## config.mk

```make
export PLATFORM = sky130hd
export DESIGN_NAME = rtc_parser
export DESIGN_NICKNAME = d
export VERILOG_FILES = /design/src/hdl/rtc_pkg.sv /design/src/hdl/rtc_parser.sv
export SDC_FILE = /design/constraint.sdc
export NUM_CORES = 1
export LEC_CHECK = 0
export BUFFER_PORTS_ARGS = -buffer_cell sky130_fd_sc_hd__buf_2
export CAP_MARGIN = 15
export CELL_PAD_IN_SITES_DETAIL_PLACEMENT = 0
export CELL_PAD_IN_SITES_GLOBAL_PLACEMENT = 1
export CORE_MARGIN = 2
export CORE_UTILIZATION = 48
export CTS_CLUSTER_DIAMETER = 200
export DETAILED_ROUTE_END_ITERATION = 16
export HOLD_SLACK_MARGIN = 0.02
export PLACE_DENSITY = 0.9
export SYNTH_ARGS = -nofsm -noshare
export SYNTH_HDL_FRONTEND = slang
export SYNTH_SLANG_ARGS = --single-unit
```

## constraint.sdc

```tcl
create_clock -name clk -period 5.5 [get_ports clk]
set_clock_uncertainty 0.05 [all_clocks]
set_input_delay 1.1 -clock clk [delete_from_list [all_inputs] [get_ports clk]]
set_output_delay 1.1 -clock clk [all_outputs]
set_load 0.03 [all_outputs]
```

## src/hdl/rtc_pkg.sv

```systemverilog
`default_nettype none
package rtc_pkg;

  // Saturating string length counter
  localparam int LEN_W             = 4;
  localparam int MIN_STRING_LENGTH = 10;

  // Header length bounds: at least HDR_MIN_LEN bytes, below the header limit
  localparam int HDR_MIN_LEN      = 7;
  localparam int HEADER_LIMIT_DEF = 64;

  typedef enum logic [3:0] {
    ERR_OK         = 4'd0,
    ERR_SHORT      = 4'd1,
    ERR_COLON      = 4'd2,
    ERR_EMPTY_NAME = 4'd3,
    ERR_HDR_LEN    = 4'd4,
    ERR_DURATION   = 4'd5,
    ERR_TEMPO      = 4'd6,
    ERR_PARAM      = 4'd7,
    ERR_NOTES      = 4'd8
  } err_code_t;

  typedef struct packed {
    logic [7:0] char_byte;
    logic       last;
  } rtc_char_t;

  typedef struct packed {
    logic       valid_res;
    logic [3:0] error_code;
  } rtc_result_t;

endpackage
`default_nettype wire

```

## src/hdl/rtc_parser.sv

```systemverilog
`default_nettype none
module rtc_parser #(
  parameter int HEADER_LIMIT = rtc_pkg::HEADER_LIMIT_DEF
) (
  input  wire logic                clk,
  input  wire logic                rst_n,
  input  wire logic                step,
  input  wire rtc_pkg::rtc_char_t  char_q,
  output rtc_pkg::rtc_result_t     result
);
  import rtc_pkg::*;

  localparam int HL_W = $clog2(HEADER_LIMIT + 1);
  localparam logic [HL_W-1:0] HL_MAX = HL_W'(HEADER_LIMIT);
  localparam logic [HL_W-1:0] HL_MIN = HL_W'(HDR_MIN_LEN);
  localparam logic [LEN_W-1:0] LC_MAX = '1;
  localparam logic [LEN_W-1:0] LC_MIN = LEN_W'(MIN_STRING_LENGTH);

  localparam logic [9:0] ACC_MAX   = 10'd1023;
  localparam logic [9:0] TEMPO_MIN = 10'd25;
  localparam logic [9:0] TEMPO_MAX = 10'd900;

  localparam logic [2:0] SEEN_D   = 3'b001;
  localparam logic [2:0] SEEN_O   = 3'b010;
  localparam logic [2:0] SEEN_B   = 3'b100;
  localparam logic [2:0] SEEN_ALL = 3'b111;

  localparam logic [7:0] CH_TAB   = 8'h09;
  localparam logic [7:0] CH_CR    = 8'h0D;
  localparam logic [7:0] CH_SPACE = 8'h20;
  localparam logic [7:0] CH_HASH  = 8'h23;
  localparam logic [7:0] CH_PLUS  = 8'h2B;
  localparam logic [7:0] CH_COMMA = 8'h2C;
  localparam logic [7:0] CH_MINUS = 8'h2D;
  localparam logic [7:0] CH_DOT   = 8'h2E;
  localparam logic [7:0] CH_0     = 8'h30;
  localparam logic [7:0] CH_8     = 8'h38;
  localparam logic [7:0] CH_9     = 8'h39;
  localparam logic [7:0] CH_COLON = 8'h3A;
  localparam logic [7:0] CH_EQ    = 8'h3D;
  localparam logic [7:0] CH_UA    = 8'h41;
  localparam logic [7:0] CH_UG    = 8'h47;
  localparam logic [7:0] CH_UP    = 8'h50;
  localparam logic [7:0] CH_LA    = 8'h61;
  localparam logic [7:0] CH_LB    = 8'h62;
  localparam logic [7:0] CH_LD    = 8'h64;
  localparam logic [7:0] CH_LG    = 8'h67;
  localparam logic [7:0] CH_LO    = 8'h6F;
  localparam logic [7:0] CH_LP    = 8'h70;

  typedef enum logic [1:0] {
    SEC_NAME   = 2'd0,
    SEC_HEADER = 2'd1,
    SEC_NOTES  = 2'd2
  } section_t;

  typedef enum logic [2:0] {
    TP_START  = 3'd0,
    TP_LETTER = 3'd1,
    TP_NUMWS  = 3'd2,
    TP_SIGN   = 3'd3,
    TP_DIGITS = 3'd4,
    TP_DONE   = 3'd5,
    TP_SKIP   = 3'd6
  } tok_phase_t;

  typedef enum logic [1:0] {
    TK_NONE = 2'd0,
    TK_D    = 2'd1,
    TK_O    = 2'd2,
    TK_B    = 2'd3
  } tok_kind_t;

  typedef enum logic [2:0] {
    NP_BEFORE = 3'd0,
    NP_DIGITS = 3'd1,
    NP_LETTER = 3'd2,
    NP_ACCID  = 3'd3,
    NP_OCTAVE = 3'd4,
    NP_TAIL   = 3'd5
  } note_phase_t;

  function automatic logic is_digit(input logic [7:0] c);
    return (c >= CH_0) && (c <= CH_9);
  endfunction

  function automatic logic is_space(input logic [7:0] c);
    return (c == CH_SPACE) || ((c >= CH_TAB) && (c <= CH_CR));
  endfunction

  function automatic logic is_blank(input logic [7:0] c);
    return (c == CH_SPACE) || (c == CH_TAB);
  endfunction

  function automatic logic is_note(input logic [7:0] c);
    return ((c >= CH_LA) && (c <= CH_LG)) || ((c >= CH_UA) && (c <= CH_UG)) ||
           (c == CH_LP) || (c == CH_UP);
  endfunction

  function automatic logic duration_ok(input logic [9:0] v);
    return (v == 10'd1) || (v == 10'd2) || (v == 10'd4) || (v == 10'd8) ||
           (v == 10'd16) || (v == 10'd32);
  endfunction

  // acc * 10 + digit, saturated
  function automatic logic [9:0] acc_push(input logic [9:0] a, input logic [7:0] c);
    logic [13:0] v;
    v = ({4'b0, a} << 3) + ({4'b0, a} << 1) + {10'b0, c[3:0]};
    return (v > {4'b0, ACC_MAX}) ? ACC_MAX : v[9:0];
  endfunction

  section_t         sec_r,  sec_nxt;
  logic [LEN_W-1:0] lc_r,   lc_nxt;
  logic [HL_W-1:0]  hl_r,   hl_nxt;
  tok_phase_t       tp_r,   tp_nxt;
  tok_kind_t        tk_r,   tk_nxt;
  logic [9:0]       acc_r,  acc_nxt;
  logic             neg_r,  neg_nxt;
  logic [2:0]       seen_r, seen_nxt;
  err_code_t        fe_r,   fe_nxt;
  note_phase_t      np_r,   np_nxt;
  logic             ne_r,   ne_nxt;

  // Effect of closing the current header token
  logic [2:0] fin_seen;
  err_code_t  fin_err;

  logic        note_bad;
  note_phase_t note_sel;
  err_code_t   code;

  logic [7:0] c;
  assign c = char_q.char_byte;

  always_comb begin
    fin_seen = 3'b000;
    fin_err  = ERR_OK;
    unique case (tk_r)
      TK_D: begin
        fin_seen = SEEN_D;
        if (neg_r || !duration_ok(acc_r)) fin_err = ERR_DURATION;
      end
      TK_O: fin_seen = SEEN_O;
      TK_B: begin
        fin_seen = SEEN_B;
        if (neg_r || (acc_r < TEMPO_MIN) || (acc_r > TEMPO_MAX)) fin_err = ERR_TEMPO;
      end
      TK_NONE: fin_seen = 3'b000;
    endcase
  end

  // Note grammar, one byte
  always_comb begin
    note_bad = 1'b0;
    note_sel = np_r;
    unique case (np_r)
      NP_BEFORE: begin
        if (is_blank(c))      note_sel = NP_BEFORE;
        else if (is_digit(c)) note_sel = NP_DIGITS;
        else if (is_note(c))  note_sel = NP_LETTER;
        else                  note_bad = 1'b1;
      end
      NP_DIGITS: begin
        if (is_digit(c))                          note_sel = NP_DIGITS;
        else if (duration_ok(acc_r) && is_note(c)) note_sel = NP_LETTER;
        else                                      note_bad = 1'b1;
      end
      default: begin
        if ((np_r == NP_LETTER) && ((c == CH_HASH) || (c == CH_LB)))
          note_sel = NP_ACCID;
        else if ((np_r <= NP_ACCID) && (c >= CH_0) && (c <= CH_8))
          note_sel = NP_OCTAVE;
        else if ((np_r <= NP_OCTAVE) && (c == CH_DOT))
          note_sel = NP_TAIL;
        else if (is_blank(c))
          note_sel = NP_TAIL;
        else if (c == CH_COMMA)
          note_sel = NP_BEFORE;
        else
          note_bad = 1'b1;
      end
    endcase
  end

  always_comb begin
    sec_nxt  = sec_r;
    lc_nxt   = (lc_r == LC_MAX) ? lc_r : lc_r + 1'b1;
    hl_nxt   = hl_r;
    tp_nxt   = tp_r;
    tk_nxt   = tk_r;
    acc_nxt  = acc_r;
    neg_nxt  = neg_r;
    seen_nxt = seen_r;
    fe_nxt   = fe_r;
    np_nxt   = np_r;
    ne_nxt   = ne_r;

    unique case (sec_r)
      SEC_NAME: begin
        if (c == CH_COLON) begin
          if ((lc_r == '0) && (fe_nxt == ERR_OK)) fe_nxt = ERR_EMPTY_NAME;
          sec_nxt = SEC_HEADER;
        end
      end
      SEC_HEADER: begin
        if ((c == CH_COLON) || (c == CH_COMMA)) begin
          seen_nxt = seen_r | fin_seen;
          if (fe_nxt == ERR_OK) fe_nxt = fin_err;
          tp_nxt  = TP_START;
          tk_nxt  = TK_NONE;
          acc_nxt = '0;
          neg_nxt = 1'b0;
        end
        if (c == CH_COLON) begin
          if (((hl_r < HL_MIN) || (hl_r == HL_MAX)) && (fe_nxt != ERR_EMPTY_NAME))
            fe_nxt = ERR_HDR_LEN;
          else if ((seen_nxt != SEEN_ALL) && (fe_nxt == ERR_OK))
            fe_nxt = ERR_PARAM;
          sec_nxt = SEC_NOTES;
        end else begin
          if (hl_r != HL_MAX) hl_nxt = hl_r + 1'b1;
          if (c != CH_COMMA) begin
            unique case (tp_r)
              TP_START: begin
                if (c != CH_SPACE) begin
                  if (c == CH_LD)      tk_nxt = TK_D;
                  else if (c == CH_LO) tk_nxt = TK_O;
                  else if (c == CH_LB) tk_nxt = TK_B;
                  tp_nxt = (tk_nxt == TK_NONE) ? TP_SKIP : TP_LETTER;
                end
              end
              TP_LETTER: begin
                if (c == CH_EQ) begin
                  tp_nxt = TP_NUMWS;
                end else begin
                  tk_nxt = TK_NONE;
                  tp_nxt = TP_SKIP;
                end
              end
              TP_NUMWS: begin
                if (!is_space(c)) begin
                  if ((c == CH_PLUS) || (c == CH_MINUS)) begin
                    neg_nxt = (c == CH_MINUS);
                    tp_nxt  = TP_SIGN;
                  end else if (is_digit(c)) begin
                    acc_nxt = acc_push(acc_r, c);
                    tp_nxt  = TP_DIGITS;
                  end else begin
                    tp_nxt = TP_DONE;
                  end
                end
              end
              TP_SIGN, TP_DIGITS: begin
                if (is_digit(c)) begin
                  acc_nxt = acc_push(acc_r, c);
                  tp_nxt  = TP_DIGITS;
                end else begin
                  tp_nxt = TP_DONE;
                end
              end
              default: ;
            endcase
          end
        end
      end
      SEC_NOTES: begin
        ne_nxt = 1'b1;
        if (fe_r == ERR_OK) begin
          if (note_bad) begin
            fe_nxt = ERR_NOTES;
          end else begin
            np_nxt = note_sel;
            if (is_digit(c)) acc_nxt = acc_push((np_r == NP_BEFORE) ? '0 : acc_r, c);
          end
        end
      end
      default: ;
    endcase
  end

  // Verdict on the state after this byte
  always_comb begin
    priority if (lc_nxt < LC_MIN)             code = ERR_SHORT;
    else if (sec_nxt != SEC_NOTES)            code = ERR_COLON;
    else if (fe_nxt != ERR_OK)                code = fe_nxt;
    else if (!ne_nxt || (np_nxt == NP_DIGITS)) code = ERR_NOTES;
    else                                      code = ERR_OK;
  end

  assign result.valid_res  = (code == ERR_OK);
  assign result.error_code = code;

  always_ff @(posedge clk) begin
    if (!rst_n || (step && char_q.last)) begin
      sec_r  <= SEC_NAME;
      lc_r   <= '0;
      hl_r   <= '0;
      tp_r   <= TP_START;
      tk_r   <= TK_NONE;
      acc_r  <= '0;
      neg_r  <= 1'b0;
      seen_r <= 3'b000;
      fe_r   <= ERR_OK;
      np_r   <= NP_BEFORE;
      ne_r   <= 1'b0;
    end else if (step) begin
      sec_r  <= sec_nxt;
      lc_r   <= lc_nxt;
      hl_r   <= hl_nxt;
      tp_r   <= tp_nxt;
      tk_r   <= tk_nxt;
      acc_r  <= acc_nxt;
      neg_r  <= neg_nxt;
      seen_r <= seen_nxt;
      fe_r   <= fe_nxt;
      np_r   <= np_nxt;
      ne_r   <= ne_nxt;
    end
  end

endmodule
`default_nettype wire

```

==> results of run 1 <==
## power by group through the flow
stage	logic (mW)	clock network, mW	registers, mW
2_1_floorplan	0.0428	0	0.298
3_3_place_gp	0.0616	0	0.298
3_5_place_dp	0.0619	0	0.298
4_1_cts	0.0621	0.221	0.291
5_1_grt	0.0691	0.234	0.292
6_report	0.0625	0.217	0.291
## how the worst max path moves through the flow
stage                      endpoint  depth (start not counted)       from
after CTS                 result[4]                          9  char_q[4]
after floorplan           result[3]                          9  char_q[8]
after detailed placement  result[4]                          9  char_q[4]
after global routing      result[4]                          9  char_q[4]
final                     result[4]                          9  char_q[4]
after global placement    result[4]                          9  char_q[4]
## sequential cells by signal, indices dropped and copies added, names as in the netlist, 3 cells and up
signal / count
acc_r: 10
fe_r: 4
hl_r: 7
lc_r: 4
np_r: 3
seen_r: 3
tp_r: 3
## metal layers
metal | track usage | up-vias
met5 | 0 | -
met4 | 0.0527 | 0
met3 | 0.0230 | 9
met2 | 0.433 | 115
met1 | 0.347 | 2100
li1 | - | 2189
## per-stage QoR
stage	hold slack, ns	area, µm²
final	0.412	4630
after floorplan	0.381	4410
after CTS	0.416	4630
after detailed placement	0.401	4530
after global placement	0.398	4530
after global routing	0.442	4630
## kinds of logic after synthesis
| logic type | after synthesis | synth area share |
|---|---|---|
| AND/OR/NAND/NOR | 209 | 0.263 |
| AO/OA/AOI/OAI | 202 | 0.322 |
| buffers and inverters | 59 | 0.0553 |
| adder cells (fa/ha/maj) | 46 | 0.137 |
| flip-flops | 40 | 0.182 |
| XOR/XNOR | 17 | 0.0338 |
| multiplexers | 3 | 0.00710 |
## critical path, cell delays in order
cell	delay, ns
buf_2	0.29
nor2b_1	0.35
and3b_1	0.50
nand3_1	0.33
o22a_1	0.29
o21ai_0	0.08
o2111ai_1	0.19
nor4b_2	0.32
buf_2	0.25
## Yosys cell counts (5+ instances only)
library cell  count  share of area
o21a_1            9          0.015
xnor2_1           5         0.0099
o31ai_1           5         0.0085
nand4_1           6         0.0085
ha_1             42           0.12
and2_1            7         0.0099
o311a_1           5          0.011
nor2_1           56          0.048
nor3_1           19          0.022
dfxtp_1          40           0.18
a21oi_1          51          0.058
nor3b_1           5         0.0085
a211oi_1         16          0.027
o2111ai_1         6          0.012
a32oi_1           6          0.012
and3_1            6         0.0085
clkbuf_1         20          0.017
a211o_1           8          0.016
a31oi_1           8          0.011
nor4_1            5         0.0071
nor2b_1          18          0.026
nand2b_1          9          0.013
inv_1            31          0.026
o211ai_1          8          0.014
a21o_1            6          0.010
nand2_1          34          0.029
xor2_1           12          0.024
or3_1             6         0.0085
nand3_1          12          0.014
o21ai_0          35          0.040
## cell type report
type,instances,area (µm²)
clock buffers,7,86.3
clock inverters,1,7.51
fillers,856,4180
inverters,31,116
multi-input cells,477,3360
flip-flops and latches,40,801
well taps,108,135
repair buffers,21,118
==> results.md, run 1 <==
- Status: finished clean
- Total GRT Usage: 0.252
- Peak supply drop: 0.120 mV
- WL met1: between 5000 and 6000 µm
- Commonest non-fill, non-tap cell in the layout: nor2_1
- Worst-margin pin slew: ~0.77 ns
- F_max: 0.206 GHz
- Root Buffer: clkbuf_8
- DR top layer: met4
- Post-placement cell count: slightly below 700
- Int Pwr: between 0.4 and 0.5 mW
- Final setup TNS: 0 ns
- IO Pins: 17
- RSZ-0062 raised after global routing: no
- Top FF cell, synth: dfxtp_1
- DP HPWL: approximately 9400 µm
- Drt wl/cell: 18.1 µm
- H-Tree Depth: 2
- Post-synthesis cell area: approximately 4400 µm²
- Die height: approximately 100 µm
- First-pass GRT wire length: ~21,000 µm
- Syn Inst Count: 576
- Pre-CTS setup slack: roughly 0.7 ns
- Final core occ: 0.525
- Commonest cells after routing, fill and taps aside: nor2_1 (56), a21oi_1 (51), ha_1 (42)
- Maximum root-to-sink buffer count: 2
- Synthesized net count: 634
- Net switching power: roughly 0.16 mW
- WL final: roughly 12,000 µm
- Die width: between 90 and 100 µm
- WHS Endpoint: seen_r[1]
- Unique masters post-synth: 76
- Fin crit period: approximately 4.9 ns
- CTS sink cnt: 40
- TritonCTS clock tree: done
- Reg2reg start: np_r[2]
- Initial antenna violation count: 0
- Critical Path AT: 3.71 ns
- Kind of critical path: in -> out
- R2R Setup Slk: ~1.3 ns
- Worst setup margin: around 0.64 ns
- Crit share post-route: 0.883
- Drc violations: 0
- Post-synth ARST share: 0
- TritonCTS Buffers: 5
- Starting Density: 0.501
- FF-to-FF End: acc_r[9]
- Final Hold Viols: 0
- Combinational share of power: 0.110
- Max-slew violation count: 0
- Hold_sp: seen_r[1]
- GRT Residual Overflow: 0
- CP Capture Type: primary output
- Worst Path Required: roughly 4.4 ns
- Post-CTS Setup Bufs: 0
- Post-CTS sizing: 0
- Vias in the first global route: 4,130
- Clk_lat worst skew: around 0.30 ns
- Hold WC Path Type: reg -> reg
- ANT nets after route: 0
- Max cap viols: 0
- Hold path depth: 2
- Endpoints failing setup: 0
- Vias per cell: 6.44
- Number of synthesized register bits: 40
- Global placement routability congestion: approximately 1
- Sw frac: 0.278
- Layout Area Growth over Synthesis: 4.97%
- # rows: 34
- Drt first pass iters: 5
- # diodes: 0
- Clock Pin Slew Worst Setup and Hold Paths: 0.08 ns
- Die ar.: 9970 µm²
- Final net count: approximately 630
- Metal2 WL: 6140 µm
- Layout cells sized above 1: 0.0728
- Port bufs: 16
- EDFF count, synth: 0
- CP Max Fanout: 17
- Slew HR: 0.482
- Seq pwr share: 0.511
- Met3 WL: 420 µm
- Crit start category: input port
- Fin cells: a little under 700
- 1st-iter DRT viols: 208
- Leak: approximately 1.9 nW
- Hold_buf cts: 0
- Syn Area/Cell: between 7 and 8 µm²
- Power, Total: approximately 0.57 mW
- Core area: about 8800 µm²
- Detailed-route via count: 4,413
- Largest net degree at the start of global routing: 31
- Yosys warns: 0
- Clock power frac: 0.380
- Sequential area share after synthesis: 0.182
- Pwr dens: 123 nW/µm²
- R2R depth: 14
(Power assumes the default switching activity.)
==> run 2: changes to the inputs <==
Settings changed: CORE_ASPECT_RATIO set to 0.7.
==> run 2 against run 1 <==
- total power grew 29%
- count of clock-buffer cells in the layout shrank 2
- largest power group is now the clock network
- design area increased by 2.4%
- clock power rose by 74%
- cell count increased by 2.2%
- hold slack improved by 0.013 ns
- first-iteration DRC count rose by 83%
- die area up 0.12%
==> results.md, run 2 (same netlist as run 1, synthesis figures left out) <==
- Status: finished clean
- TritonCTS clock tree: done
- Hold WC Path Type: reg -> reg
- Max-slew violation count: 0 (unchanged)
- Drc violations: 0 (unchanged)
- GRT Residual Overflow: 0 (unchanged)
- Max reg flops: 10 (unchanged)
- Hold_buf cts: 0 (unchanged)
- Combinational share of power: 0.088 (-0.022)
- Final net count: 634 (unchanged)
- Drt first pass iters: 5 (unchanged)
- Fin crit period: 4.70 ns (-0.162 ns)
- Commonest cells after routing, fill and taps aside: nor2_1 (56), a21oi_1 (51), ha_1 (42)
- Slew HR: 0.479 (-0.00245)
- Crit share post-route: 0.854 (-0.0295)
- ANT nets after route: 0 (unchanged)
- Post-CTS sizing: 0 (unchanged)
- CTS sink cnt: 40 (unchanged)
- Final instance area: 4740 µm² (+2.4%)
- CP Max Fanout: 17 (unchanged)
- F_max: 0.213 GHz (+3.5%)
- Detailed-route via count: 4,478 (+1.5%)
- Worst Path Required: 4.35 ns (about the same)
- Post-DP Area: 4550 µm² (+0.44%)
- Global placement routability congestion: 0.893 (-8.8%)
- Sw frac: 0.227 (-0.0510)
- Vias per cell: 6.40 (-0.70%)
- Die ar.: 9980 µm² (+0.12%)
- Maximum root-to-sink buffer count: 2 (unchanged)
- Worst hold slack: 0.425 ns (+0.0135 ns)
- Worst Setup SP: char_q[4]
- RSZ-0062 raised after global routing: no
- Net switching power: 0.166 mW (+5.0%)
- Reg2reg start: np_r[2]
- Clock power frac: 0.514 (+0.134)
- Pre-CTS setup slack: 0.811 ns (+0.112 ns)
- Int Pwr: 0.568 mW (+38%)
- Post-CTS Setup Bufs: 0 (unchanged)
- Worst setup margin: 0.803 ns (+0.162 ns)
- Final Hold Viols: 0 (unchanged)
- Die height: 84.2 µm (-16%)
- Port bufs: 16 (unchanged)
- Layout cells sized above 1: 0.0729 (+0.000126)
- Starting Density: 0.490 (-0.0107)
- Die width: 119 µm (+19%)
- Seq pwr share: 0.397 (-0.114)
- Max cap viols: 0 (unchanged)
- Leak: 1.91 nW (+2.4%)
- Worst-margin pin slew: 0.781 ns (+0.0141 ns)
- First-pass GRT wire length: 21,200 µm (+3.3%)
- Largest regs: acc_r (10), hl_r (7)
- CP endpoint: result[4]
- # rows: 29 (-15%)
- R2R Setup Slk: 1.60 ns (+0.30 ns)
- Peak supply drop: 0.137 mV (+15%)
- Initial antenna violation count: 0 (unchanged)
- Critical Path AT: 3.55 ns (-0.16 ns)
- Crit start category: input port
- Clock Pin Slew Worst Setup and Hold Paths: 0.06 ns (-0.02 ns)
- Pwr dens: 155 nW/µm² (+26%)
- Layout Area Growth over Synthesis: 7.49%
- Top reg by flops: acc_r
- Clk_lat worst skew: 0.29 ns (about the same)
- IO Pins: 17 (unchanged)
- 1st-iter DRT viols: 380 (+83%)
- TritonCTS Buffers: 5 (unchanged)
- R2R depth: 13 (-1)
- Commonest non-fill, non-tap cell in the layout: nor2_1
- Vias in the first global route: 4,071 (-1.4%)
- Power, Total: 0.734 mW (+29%)
- Final setup TNS: 0 ns (unchanged)
- Total GRT Usage: 0.265 (+0.0122)
- WL final: 13,000 µm (+4.5%)
- H-Tree Depth: 2 (unchanged)
- # diodes: 0 (unchanged)
- DP HPWL: 9970 µm (+5.7%)
- Largest net degree at the start of global routing: 27 (-13%)
- Drt wl/cell: 18.5 µm (+2.3%)
- FF-to-FF End: acc_r[0]
- CP Capture Type: primary output
- Root Buffer: clkbuf_16
- Core area: 9000 µm² (+2.2%)
- Endpoints failing setup: 0 (unchanged)
- Kind of critical path: in -> out
## run 2: how the worst min path moves through the flow
stage,cells after the start,startpoint,to,slack [ns]
3_5_place_dp,2,seen_r[1],seen_r[1],0.42
3_3_place_gp,2,seen_r[1],seen_r[1],0.39
4_1_cts,2,seen_r[1],seen_r[1],0.43
2_1_floorplan,2,seen_r[1],seen_r[1],0.38
5_1_grt,2,seen_r[1],seen_r[1],0.45
6_report,2,seen_r[1],seen_r[1],0.43
## run 2: per-stage QoR
step / utilization / instances
after floorplan: - / 576
after global placement: 0.506 / 693
after detailed placement: 0.506 / 693
after CTS: 0.527 / 700
after global routing: 0.527 / 700
final: 0.527 / 700
## run 2: area by class of cell
type	count	area (µm²)
Clock buffer	5	125
Clock inverter	2	60.1
Fill cell	908	4260
Inverter	31	116
Multi-Input combinational cell	477	3360
Sequential cell	40	801
Tap cell	124	155
Timing Repair Buffer	21	118
## run 2: metal layers
layer	global-route usage	share of wire	wire, µm
met5	0	0	0
met4	0.0422	0.0083	108
met3	0.0605	0.076	992
met2	0.389	0.42	5470
met1	0.398	0.49	6420
## run 2: critical path, cell delays in order
cell and delay [ns]:
buf_2 0.29, nor2b_1 0.34, and3b_1 0.48, nand3_1 0.32
o22a_1 0.28, o21ai_0 0.07, o2111ai_1 0.17, nor4b_2 0.27
buf_2 0.23
## run 2: power by group through the flow
stage          Sequential (mW)  Clock, mW  Combinational [mW]
2_1_floorplan            0.298          0              0.0428
3_3_place_gp             0.298          0              0.0634
3_5_place_dp             0.298          0              0.0641
4_1_cts                  0.292      0.384              0.0642
5_1_grt                  0.292      0.399              0.0713
6_report                 0.292      0.378              0.0649
